File: src/hdl/dcd_pkg.sv
// ---------------------------------------------------------------------------
// dcd_pkg
// widths, register codes and controller/datapath interface types
// ---------------------------------------------------------------------------
`default_nettype none

package dcd_pkg;

  localparam int SAMPLE_BITS    = 12;
  localparam int MAX_BUCKETS    = 512;
  localparam int END_BITS       = 10;
  localparam int LIMIT_BITS     = 12;
  localparam int INDEX_BITS     = 10;
  localparam int CFG_INDEX_BITS = 2;
  localparam int CFG_DATA_BITS  = 12;

  // last examined bucket is at most MAX_BUCKETS-1
  localparam int N_BITS     = $clog2(MAX_BUCKETS);
  localparam int SUM_BITS   = SAMPLE_BITS + N_BITS;
  localparam int SQ_BITS    = 2 * SAMPLE_BITS + N_BITS;
  localparam int PROD_BITS  = N_BITS + SQ_BITS;
  localparam int NN_BITS    = 2 * N_BITS;
  localparam int NL2_BITS   = 2 * LIMIT_BITS;
  localparam int QB_BITS    = NL2_BITS + NN_BITS;
  localparam int PB_BITS    = LIMIT_BITS + N_BITS;
  localparam int WIDE_BITS  = (PROD_BITS > QB_BITS) ? PROD_BITS : QB_BITS;
  localparam int DEPTH_BITS = (SUM_BITS > PB_BITS) ? SUM_BITS : PB_BITS;

  localparam logic [INDEX_BITS-1:0] INDEX_MAX   = {INDEX_BITS{1'b1}};
  localparam logic [END_BITS:0]     END_MIN     = (END_BITS+1)'(3);
  localparam logic [END_BITS:0]     END_MAX     = (END_BITS+1)'(MAX_BUCKETS);
  localparam logic [END_BITS-1:0]   END_RESET   = END_BITS'(512);
  localparam logic [LIMIT_BITS-1:0] LIMIT_RESET = LIMIT_BITS'(50);

  // configuration register indexes
  localparam logic [CFG_INDEX_BITS-1:0] CFG_END_BUCKET  = 2'd0;
  localparam logic [CFG_INDEX_BITS-1:0] CFG_NOISE_LIMIT = 2'd1;
  localparam logic [CFG_INDEX_BITS-1:0] CFG_PEAK_LIMIT  = 2'd2;

  typedef struct packed {
    logic accept;
    logic mul;
    logic sub;
    logic cmp;
    logic load;
  } dcd_cmd_t;

  typedef struct packed {
    logic last_bucket;
  } dcd_status_t;

endpackage

`default_nettype wire

File: src/hdl/dead_channel_detector_top.sv
// ---------------------------------------------------------------------------
// dead_channel_detector_top
// flags a readout channel that is quiet and shows no pulse over its buckets
// ---------------------------------------------------------------------------
// One ADC sample enters per item. An item with in_first_bucket high opens a
// channel and is not counted; buckets 1 up to end_bucket-1 are summed, squared
// and scanned for their minimum (the pulse is negative going). Ordinary
// buckets are taken without a stall. The last examined bucket is accumulated,
// then passes through the staged test (products, then the differences and
// the noise bound, then the two compares) before its flag is handed to the
// output register, which waits while out_stall holds the previous flag; the
// input stalls meanwhile. The flag is set when n*sumsq - sum^2 is below
// noise_limit^2*n*(n-1) and sum - n*min is below peak_limit*n, with
// n = end_bucket-1 after clamping end_bucket to 3..512. Samples past the last
// bucket are dropped without a result until the next channel start.
// Configuration writes are taken in any cycle and should arrive while no
// channel is being judged.
// ---------------------------------------------------------------------------
`default_nettype none

module dead_channel_detector_top
  import dcd_pkg::*;
(
  input  wire logic                      clk,
  input  wire logic                      rst_n,
  // sample item channel
  input  wire logic                      in_valid,
  output logic                           in_stall,
  input  wire logic [SAMPLE_BITS-1:0]    in_adc_sample,
  input  wire logic                      in_first_bucket,
  // result item channel
  output logic                           out_valid,
  input  wire logic                      out_stall,
  output logic                           out_dead_channel,
  // configuration write port
  input  wire logic                      cfg_wr_en,
  input  wire logic [CFG_INDEX_BITS-1:0] cfg_index,
  input  wire logic [CFG_DATA_BITS-1:0]  cfg_data
);

  // commands from the sequencer, bucket status back from the datapath
  dcd_cmd_t    cmd;
  dcd_status_t status;

  // sequencer: accept window, test stages, output valid
  dcd_ctrl u_ctrl (
    .clk       (clk),
    .rst_n     (rst_n),
    .in_valid  (in_valid),
    .in_stall  (in_stall),
    .out_valid (out_valid),
    .out_stall (out_stall),
    .status    (status),
    .cmd       (cmd)
  );

  // accumulators, settings and the staged arithmetic
  dcd_datapath u_datapath (
    .clk              (clk),
    .rst_n            (rst_n),
    .cmd              (cmd),
    .status           (status),
    .in_adc_sample    (in_adc_sample),
    .in_first_bucket  (in_first_bucket),
    .cfg_wr_en        (cfg_wr_en),
    .cfg_index        (cfg_index),
    .cfg_data         (cfg_data),
    .out_dead_channel (out_dead_channel)
  );

endmodule

`default_nettype wire

File: src/hdl/dcd_datapath.sv
// ---------------------------------------------------------------------------
// dcd_datapath
// accumulators, configuration registers and the staged dead-channel test
// ---------------------------------------------------------------------------
`default_nettype none

module dcd_datapath
  import dcd_pkg::*;
(
  input  wire logic                      clk,
  input  wire logic                      rst_n,
  input  wire dcd_cmd_t                  cmd,
  output dcd_status_t                    status,
  input  wire logic [SAMPLE_BITS-1:0]    in_adc_sample,
  input  wire logic                      in_first_bucket,
  input  wire logic                      cfg_wr_en,
  input  wire logic [CFG_INDEX_BITS-1:0] cfg_index,
  input  wire logic [CFG_DATA_BITS-1:0]  cfg_data,
  output logic                           out_dead_channel
);

  logic [END_BITS-1:0]    end_bucket_r;
  logic [LIMIT_BITS-1:0]  noise_limit_r;
  logic [LIMIT_BITS-1:0]  peak_limit_r;

  logic [INDEX_BITS-1:0]  idx_r;
  logic [SUM_BITS-1:0]    sum_r;
  logic [SQ_BITS-1:0]     sq_r;
  logic [SAMPLE_BITS-1:0] min_r;

  logic [END_BITS:0]      end_eff;
  logic [N_BITS-1:0]      last_n;
  logic [INDEX_BITS-1:0]  idx_nxt;
  logic                   in_range;

  // judge stage registers
  logic [PROD_BITS-1:0]   nsq_r;
  logic [PROD_BITS-1:0]   sum2_r;
  logic [NL2_BITS-1:0]    nl2_r;
  logic [NN_BITS-1:0]     nn_r;
  logic [SUM_BITS-1:0]    nmin_r;
  logic [PB_BITS-1:0]     pb_r;
  logic [PROD_BITS:0]     spread_r;
  logic [QB_BITS-1:0]     qb_r;
  logic [DEPTH_BITS:0]    depth_r;
  logic                   flag_r;
  logic                   dead_r;

  logic                   quiet;
  logic                   flat;

  // clamp end bucket into its working range
  always_comb begin
    if (({1'b0, end_bucket_r}) < END_MIN) begin
      end_eff = END_MIN;
    end else if (({1'b0, end_bucket_r}) > END_MAX) begin
      end_eff = END_MAX;
    end else begin
      end_eff = {1'b0, end_bucket_r};
    end
  end

  assign last_n   = N_BITS'(end_eff - (END_BITS+1)'(1));
  assign idx_nxt  = (idx_r < INDEX_MAX) ? idx_r + INDEX_BITS'(1) : idx_r;
  assign in_range = idx_nxt <= INDEX_BITS'(last_n);
  assign status.last_bucket = !in_first_bucket && (idx_nxt == INDEX_BITS'(last_n));

  always_ff @(posedge clk) begin
    if (!rst_n) begin
      end_bucket_r  <= END_RESET;
      noise_limit_r <= LIMIT_RESET;
      peak_limit_r  <= LIMIT_RESET;
    end else if (cfg_wr_en) begin
      unique case (cfg_index)
        CFG_END_BUCKET:  end_bucket_r  <= END_BITS'(cfg_data);
        CFG_NOISE_LIMIT: noise_limit_r <= LIMIT_BITS'(cfg_data);
        CFG_PEAK_LIMIT:  peak_limit_r  <= LIMIT_BITS'(cfg_data);
        default: ;
      endcase
    end
  end

  // per-channel accumulation
  always_ff @(posedge clk) begin
    if (!rst_n) begin
      idx_r <= '0;
      sum_r <= '0;
      sq_r  <= '0;
      min_r <= {SAMPLE_BITS{1'b1}};
    end else if (cmd.accept) begin
      if (in_first_bucket) begin
        idx_r <= '0;
        sum_r <= '0;
        sq_r  <= '0;
        min_r <= {SAMPLE_BITS{1'b1}};
      end else begin
        idx_r <= idx_nxt;
        if (in_range) begin
          sum_r <= sum_r + SUM_BITS'(in_adc_sample);
          sq_r  <= sq_r + SQ_BITS'(in_adc_sample) * SQ_BITS'(in_adc_sample);
          if (in_adc_sample < min_r) begin
            min_r <= in_adc_sample;
          end
        end
      end
    end
  end

  // differences go negative only if the end bucket moved mid channel
  assign quiet = !spread_r[PROD_BITS] &&
                 (WIDE_BITS'(spread_r[PROD_BITS-1:0]) < WIDE_BITS'(qb_r));
  assign flat  = !depth_r[DEPTH_BITS] &&
                 (DEPTH_BITS'(depth_r[DEPTH_BITS-1:0]) < DEPTH_BITS'(pb_r));

  always_ff @(posedge clk) begin
    if (cmd.mul) begin
      nsq_r  <= PROD_BITS'(last_n) * PROD_BITS'(sq_r);
      sum2_r <= PROD_BITS'(sum_r) * PROD_BITS'(sum_r);
      nl2_r  <= NL2_BITS'(noise_limit_r) * NL2_BITS'(noise_limit_r);
      nn_r   <= NN_BITS'(last_n) * NN_BITS'(last_n - N_BITS'(1));
      nmin_r <= SUM_BITS'(last_n) * SUM_BITS'(min_r);
      pb_r   <= PB_BITS'(peak_limit_r) * PB_BITS'(last_n);
    end
    if (cmd.sub) begin
      spread_r <= {1'b0, nsq_r} - {1'b0, sum2_r};
      qb_r     <= QB_BITS'(nl2_r) * QB_BITS'(nn_r);
      depth_r  <= (DEPTH_BITS+1)'(sum_r) - (DEPTH_BITS+1)'(nmin_r);
    end
    if (cmd.cmp) begin
      flag_r <= quiet && flat;
    end
    if (cmd.load) begin
      dead_r <= flag_r;
    end
  end

  assign out_dead_channel = dead_r;

endmodule

`default_nettype wire

File: src/hdl/dcd_ctrl.sv
// ---------------------------------------------------------------------------
// dcd_ctrl
// sequences sample accumulation, the end-of-channel test and result handoff
// ---------------------------------------------------------------------------
`default_nettype none

module dcd_ctrl
  import dcd_pkg::*;
(
  input  wire logic        clk,
  input  wire logic        rst_n,
  input  wire logic        in_valid,
  output logic             in_stall,
  output logic             out_valid,
  input  wire logic        out_stall,
  input  wire dcd_status_t status,
  output dcd_cmd_t         cmd
);

  typedef enum logic [2:0] {
    ST_ACC,
    ST_MUL,
    ST_SUB,
    ST_CMP,
    ST_LOAD
  } state_t;

  state_t state_r;
  logic   out_valid_r;
  logic   slot_free;

  assign slot_free = !out_valid_r || !out_stall;

  assign in_stall   = (state_r != ST_ACC);
  assign cmd.accept = (state_r == ST_ACC) && in_valid;
  assign cmd.mul    = (state_r == ST_MUL);
  assign cmd.sub    = (state_r == ST_SUB);
  assign cmd.cmp    = (state_r == ST_CMP);
  assign cmd.load   = (state_r == ST_LOAD) && slot_free;
  assign out_valid  = out_valid_r;

  always_ff @(posedge clk) begin
    if (!rst_n) begin
      state_r     <= ST_ACC;
      out_valid_r <= 1'b0;
    end else begin
      out_valid_r <= (out_valid_r && out_stall) || cmd.load;
      unique case (state_r)
        ST_ACC: begin
          if (in_valid && status.last_bucket) begin
            state_r <= ST_MUL;
          end
        end
        ST_MUL:  state_r <= ST_SUB;
        ST_SUB:  state_r <= ST_CMP;
        ST_CMP:  state_r <= ST_LOAD;
        ST_LOAD: begin
          if (slot_free) begin
            state_r <= ST_ACC;
          end
        end
        default: state_r <= ST_ACC;
      endcase
    end
  end

endmodule

`default_nettype wire

File: config.mk
export PLATFORM = sky130hd
export DESIGN_NAME = dead_channel_detector_top
export DESIGN_NICKNAME = d
export VERILOG_FILES = /design/src/hdl/dcd_pkg.sv /design/src/hdl/dead_channel_detector_top.sv /design/src/hdl/dcd_datapath.sv /design/src/hdl/dcd_ctrl.sv
export SDC_FILE = /design/constraint.sdc
export NUM_CORES = 2
export LEC_CHECK = 0
export ABC_AREA = 1
export BUFFER_PORTS_ARGS = -buffer_cell sky130_fd_sc_hd__buf_2
export CELL_PAD_IN_SITES_DETAIL_PLACEMENT = 2
export CELL_PAD_IN_SITES_GLOBAL_PLACEMENT = 2
export CORE_UTILIZATION = 40
export DETAILED_ROUTE_END_ITERATION = 7
export PLACE_DENSITY_LB_ADDON = 0.1
export SYNTH_ARGS = -nofsm -noshare
export SYNTH_HDL_FRONTEND = slang
export SYNTH_SLANG_ARGS = --single-unit
File: constraint.sdc
create_clock -name clk -period 13.7 [get_ports clk]
set_clock_uncertainty 0.1 [all_clocks]
set_input_delay 0.685 -clock clk [delete_from_list [all_inputs] [get_ports clk]]
set_output_delay 0.685 -clock clk [all_outputs]
set_load 0.01 [all_outputs]
Yosys cells after proc, flatten, opt, wreduce, memory -nomap -nowiden
Cells that the tools add are included.
{ "totals": {"ff_bits": 391, "inputBits": 32, "output_inout_bits": 3, "elab_cells": 91} }
{ "classes": {"addsub": 7, "mul": 8, "n_lt_le_gt_ge": 7, "n_eq_ne": 9, "muxes": 14, "reduce_logical": 26} }
{ "ops": {"columns": ["op", "count"], "rows": [
  ["2-to-1 mux 33 bit", 2],
  ["multiplier 12 x 12 -> 24 bit", 2],
  ["subtractor 42 x 42 -> 43 bit", 1],
  ["less-than comparator 42 bit", 1],
  ["multiplier 21 x 21 -> 42 bit", 1],
  ["multiplier 24 x 18 -> 42 bit", 1],
  ["multiplier 9 x 33 -> 42 bit", 1],
  ["2-to-1 mux 21 bit", 2],
  ["2-to-1 mux 12 bit", 3],
  ["adder 33 x 24 -> 33 bit", 1],
  ["subtractor 21 x 21 -> 22 bit", 1],
  ["adder 21 x 12 -> 21 bit", 1],
  ["less-than comparator 21 bit", 1],
  ["multiplier 12 x 9 -> 21 bit", 1],
  ["multiplier 9 x 12 -> 21 bit", 1],
  ["2-to-1 mux 10 bit", 2],
  ["multiplier 9 x 18 -> 18 bit", 1],
  ["2-to-1 mux 9 bit", 2],
  ["case mux 3 bit (5 select lines)", 1],
  ["less-than comparator 12 bit", 1],
  ["adder 10 x 1 -> 10 bit, second input constant", 1],
  ["== test 10 x 9 -> 1 bit", 1],
  ["greater-than comparator 10 bit, second input constant", 1],
  ["less-or-equal comparator 10 x 9 -> 1 bit", 1],
  ["other kinds (21)", 40]
]} }

Logic depth before layout (Yosys ltp)
{ "logic_depth": {"word_depth": 9, "mapped_depth": 37, "mapped_depth_nobuf": 34} }

Hierarchy
A second synthesis with hierarchy kept.
{ "unflattened": {"hier_cells": 9163, "hier_area_um2": 73942.2} }
{ "by_module_without_submodules": {"columns": ["module", "n_inst", "cells_each", "area_each_um2", "seq_area_each_um2"], "rows": [
  ["dcd_datapath", 1, 9133, 73730.7, 10369.9],
  ["dcd_ctrl", 1, 30, 211.5, 80.1]
]} }

Worst setup path after synthesis
OpenSTA, ideal clock, no wires.
{ "synth_path": {"path_type": "reg2reg", "startpoint": "register u_ctrl.state_r[2]", "endpoint": "register u_ctrl.state_r[1]", "setup_ns": 0.110, "t_arrival_ns": 12.392, "required_ns": 13.490, "setup_slack_ns": 1.098, "stages_incl_launch_ff": 3, "path_buffers": 0, "period_less_slack_ns": 12.602, "path_cell_list": "dfxtp_1 nor3_1 o21a_1"} }
{ "synth_via": {"elab_chain_len": 3, "elab_cells_between_ends": 9, "cone_classes": "eq/ne: 6; mux: 1; reduce/logical: 2"} }
{ "synth_lines": {"columns": ["element", "line_no", "source"], "rows": [
  ["from (decl)", "dcd_ctrl.sv:28", "state_t state_r;"],
  ["from (signal assigned)", "dcd_ctrl.sv:44", "state_r <= ST_ACC;"],
  ["from (signal assigned)", "dcd_ctrl.sv:51", "state_r <= ST_MUL;"],
  ["from (signal assigned)", "dcd_ctrl.sv:54", "ST_MUL: state_r <= ST_SUB;"],
  ["== test 3 bit or zero test 3 bit (tied branches)", "dcd_ctrl.sv:48", "unique case (state_r)"],
  ["!= test 2 x 1 -> 1 bit (no line) or != test 2 bit (tied branches)", null, null],
  ["AND reduction 2 bit (no line)", null, null]
]} }
Parallel ways exist; a longest one is shown, timed or not.
A chain may end at the register's enable or synchronous reset.

Worst setup path after layout
{ "layout_path": {"startpoint": "register u_datapath.end_bucket_r[9]", "endpoint": "register u_datapath.nn_r[14], data pin"} }
{ "layout_via": {"elab_chain_len": 6, "elab_cells_between_ends": 7, "cone_classes": "add/sub: 2; mul: 1; order compare: 2; mux: 2"} }
{ "layout_lines": {"columns": ["element", "line_no", "source"], "rows": [
  ["from (decl)", "dcd_datapath.sv:22", "logic [END_BITS-1:0] end_bucket_r;"],
  ["from (signal assigned)", "dcd_datapath.sv:75", "CFG_END_BUCKET: end_bucket_r <= END_BITS'(cfg_data);"],
  ["greater-than comparator 10 bit", "dcd_datapath.sv:56", "end else if (({1'b0, end_bucket_r}) > END_MAX) begin"],
  ["2-to-1 mux 9 bit", "dcd_datapath.sv:56", null],
  ["2-to-1 mux 9 bit *", "dcd_datapath.sv:54", "if (({1'b0, end_bucket_r}) < END_MIN) begin"],
  ["subtractor 9 x 1 -> 9 bit *", "dcd_datapath.sv:63", "assign last_n = N_BITS'(end_eff - (END_BITS+1)'(1));"],
  ["subtractor 9 x 1 -> 10 bit", "dcd_datapath.sv:120", "nn_r <= NN_BITS'(last_n) * NN_BITS'(last_n - N_BITS'(1));"],
  ["multiplier 9 x 18 -> 18 bit *", "dcd_datapath.sv:120", null],
  ["to (signal assigned)", "dcd_datapath.sv:120", null],
  ["to (decl)", "dcd_datapath.sv:40", "logic [NN_BITS-1:0] nn_r;"]
]} }
Every way passes the cells marked *; elsewhere a longest branch is shown, timed or not.

==> reports/summary.txt <==
Status: complete, no violations
Final WS setup: 5430 ps
Worst Path Class, Setup: flop to flop
Slew Limit Fails: 0
Final critical-path share of the clock period: 0.604
Die ar.: 0.189 mm^2
Initial Util: 0.403
DR WL/cell: 22.0 um
Worst EP required: 14070 ps
Asr flop ratio synth: 0
Critical path's slowest cell: buf_4
Total global-route track usage: 0.282
Sink Count: 386
Vias after detailed routing: 61400
Cells after synthesis: 9470
Data arrival, critical path: 8640 ps
Worst slack, placed: 5330 ps
F_max: 0.121 GHz
HPWL after DPL: 221000 um
Pin count of the biggest net entering global routing: 83
Clk_lat worst skew: 730 ps
Max stage delay on crit path: 680 ps
Antenna-violating nets left: 0
Max Cap Violations: 0
# DRC: 0
Yosys warns: 0
Top cell by count, worst path: inv_1
Crit end category: flop
CTS tree: yes
Final hold violations: 0
Layout cells sized above 1: 0.0299
Setup violators final: 0
Placer Congestion: 0.888
Worst-path clk slew: 70 ps
Grt met3 use: 0.0183
Drt first-iter violations: 2512
Gr ovfl total: 0
Std cell rows: 158
Sequential area share after synthesis: 0.139
Die width: 435 um
Cell variety after synth: 54
Vias in the first global route: 72200
Drt via density: 5.16
Final cell count without fillers: 11900
Io pins: 35
Synth Area in XOR/XNOR: 0.0297
Crit start category: flop
GR Layer Usage met2: 0.513
RSZ-0062 raised after global routing: no
Main synth FF type: edfxtp_1
Synthesized area: 0.0750 mm^2
Max transition margin: 0.131
Core Box Area: 0.186 mm^2
CTS resizes: 0
Hold_buf cts: 0
Register bit count reported by yosys: 386
Setup tns final: 0 ps
Post-synth EDFFs: 272
Htree depth: 2
Cell count after placement: 11800
Crit-path max FO: 62
Met1 Use GR: 0.364
Largest family of logic cells by synthesized area: adder cells
Minimum clock period after layout: 8270 ps
WL final: 262000 um
Post-Synth Simple-Gate Area: 0.178
Hold Crit Class: primary input to flop
Top Usage Layer GRT: met2
Post-Synth Adder-Cell Area: 0.454
Post-CTS setup buffer count: 0
CTS Buffer Depth: 3
Post-synthesis mux area share: 0.000134
CTS buffer count: 52
# port buffers: 34
Die Span Y: 435 um
Antenna violations before repair: 5
Root buf cell: clkbuf_16
First-pass GRT wire length: 417000 um
Area Overhead vs Synth: 6.10%
Drt pass-1 iters: 5
Area fraction in compound gates after synthesis: 0.0599
Worst slew pin tran: 1300 ps
Syn avg cell area: 7.92 um^2
Nets: 11400
==> cell usage after synthesis (4+ instances only) <==
library cell,n,share of area
inv_1,2447,0.12
buf_2,34,0.0023
xnor2_1,78,0.0091
buf_4,6,0.00060
ha_1,753,0.13
edfxtp_1,272,0.11
o221ai_1,4,0.00047
nor3_1,60,0.0040
fa_1,1231,0.33
xor2_1,176,0.021
dfxtp_1,114,0.030
o21a_1,11,0.0011
o21ai_1,7,0.00047
nand2_1,2048,0.10
clkbuf_1,184,0.0092
nand3_1,245,0.016
a221oi_1,4,0.00047
and2_1,5,0.00042
o211ai_1,13,0.0013
and3_1,10,0.00083
buf_6,16,0.0024
a21oi_1,402,0.027
a21boi_0,12,0.0012
a31oi_1,36,0.0030
a21o_1,39,0.0039
a211oi_1,4,0.00040
buf_1,11,0.00055
o21ai_0,230,0.015
nand3b_1,10,0.0010
nand4_1,61,0.0051
o31ai_1,4,0.00040
o2111ai_1,5,0.00058
nor4_1,13,0.0011
o21bai_1,34,0.0034
nor2_1,797,0.040
inv_2,7,0.00035
nand3_2,5,0.00067
nand2_2,8,0.00067
or2_2,19,0.0016
nor2_2,33,0.0028
==> path summary, 6_finish.rpt <==
kind | from | end | slack (ps) | cells after the start
setup / recovery | u_datapath.end_bucket_r[9] | u_datapath.nn_r[14] | 5430 | 31
hold / removal | cfg_data[5] | u_datapath.noise_limit_r[5] | 130 | 3
setup reg to reg | u_datapath.end_bucket_r[9] | u_datapath.nn_r[14] | 5430 | 31
hold reg to reg | u_datapath.idx_r[8] | u_datapath.idx_r[8] | 390 | 2
==> layer usage <==
metal | routed length [um] | vias to the layer above
met5 | 13 | -
met4 | 5650 | 2
met3 | 6490 | 250
met2 | 134000 | 776
met1 | 115000 | 32300
li1 | - | 28100
==> cells by family (layout without fill, tap and decap cells) <==
| group | after synthesis | count (layout) |
|---|---|---|
| AND/OR/NAND/NOR | 3321 | 3321 |
| multiplexers | 1 | 1 |
| buffers and inverters | 2710 | 2657 |
| adder cells (fa/ha/maj) | 1984 | 1984 |
| XOR/XNOR | 254 | 254 |
| flip-flops | 386 | 386 |
| AO/OA/AOI/OAI | 812 | 812 |
| other | 2 | 19 |
==> worst max-delay path: cells and delay by family, from the launching register on <==
family                     cells  cell delay (ps)
AOI/OAI and AO/OA              5              970
xor gates and xnor gates       1              150
adders and majority gates      7             3100
buffers and inverters          8             1710
DFF                            1              530
and+or+nand+nor               10             1390
==> cell type report <==
class / instances / area, um^2
flip-flops and latches: 386 / 10500
diodes: 4 / 10.0
clock inverters: 37 / 507
inverters: 2457 / 9230
multi-input cells: 6387 / 54200
repair buffers: 104 / 696
fillers: 21500 / 106000
clock buffers: 59 / 1340
well taps: 2480 / 3100
==> state kept, by name, summed over array words and instances (netlist names) <==
signal,count
u_datapath.nsq_r,42
u_datapath.spread_r,42
u_datapath.qb_r,41
u_datapath.sum2_r,41
u_datapath.sq_r,33
u_datapath.nl2_r,23
u_datapath.depth_r,22
u_datapath.nmin_r,21
u_datapath.pb_r,21
u_datapath.sum_r,21
u_datapath.nn_r,17
u_datapath.min_r,12
u_datapath.noise_limit_r,12
u_datapath.peak_limit_r,12
u_datapath.end_bucket_r,10
u_datapath.idx_r,10
u_ctrl.state_r,3
u_ctrl.out_valid,1
u_datapath.flag_r,1
u_datapath.out_dead_channel,1
==> cells in the final DEF (no fill, tap or decap), types with 34 or more instances in the layout <==
cell type / count
buf_2: 34
inv_1: 2446
a31oi_1: 36
a21oi_1: 402
ha_1: 753
fa_1: 1231
edfxtp_1: 272
nor2_1: 796
nand3_1: 245
xor2_1: 176
buf_4: 70
o21ai_0: 230
clkbuf_16: 52
o21bai_1: 34
nand4_1: 61
nand2_1: 2042
dfxtp_1: 112
xnor2_1: 78
a21o_1: 39
nor3_1: 59
==> metrics by stage <==
step / cell area, um^2 / util / hold slack (ps)
after CTS: 79500 / 0.428 / 80.1
final: 79500 / 0.428 / 133
after detailed placement: 77700 / 0.418 / 385
after global routing: 79500 / 0.428 / 132
after global placement: 77700 / 0.418 / 365
after floorplan: 75000 / - / 300
Power is left out: the tool's default activity adds up to more than one toggle a clock period on the data nets, which glitch-free logic cannot reach.
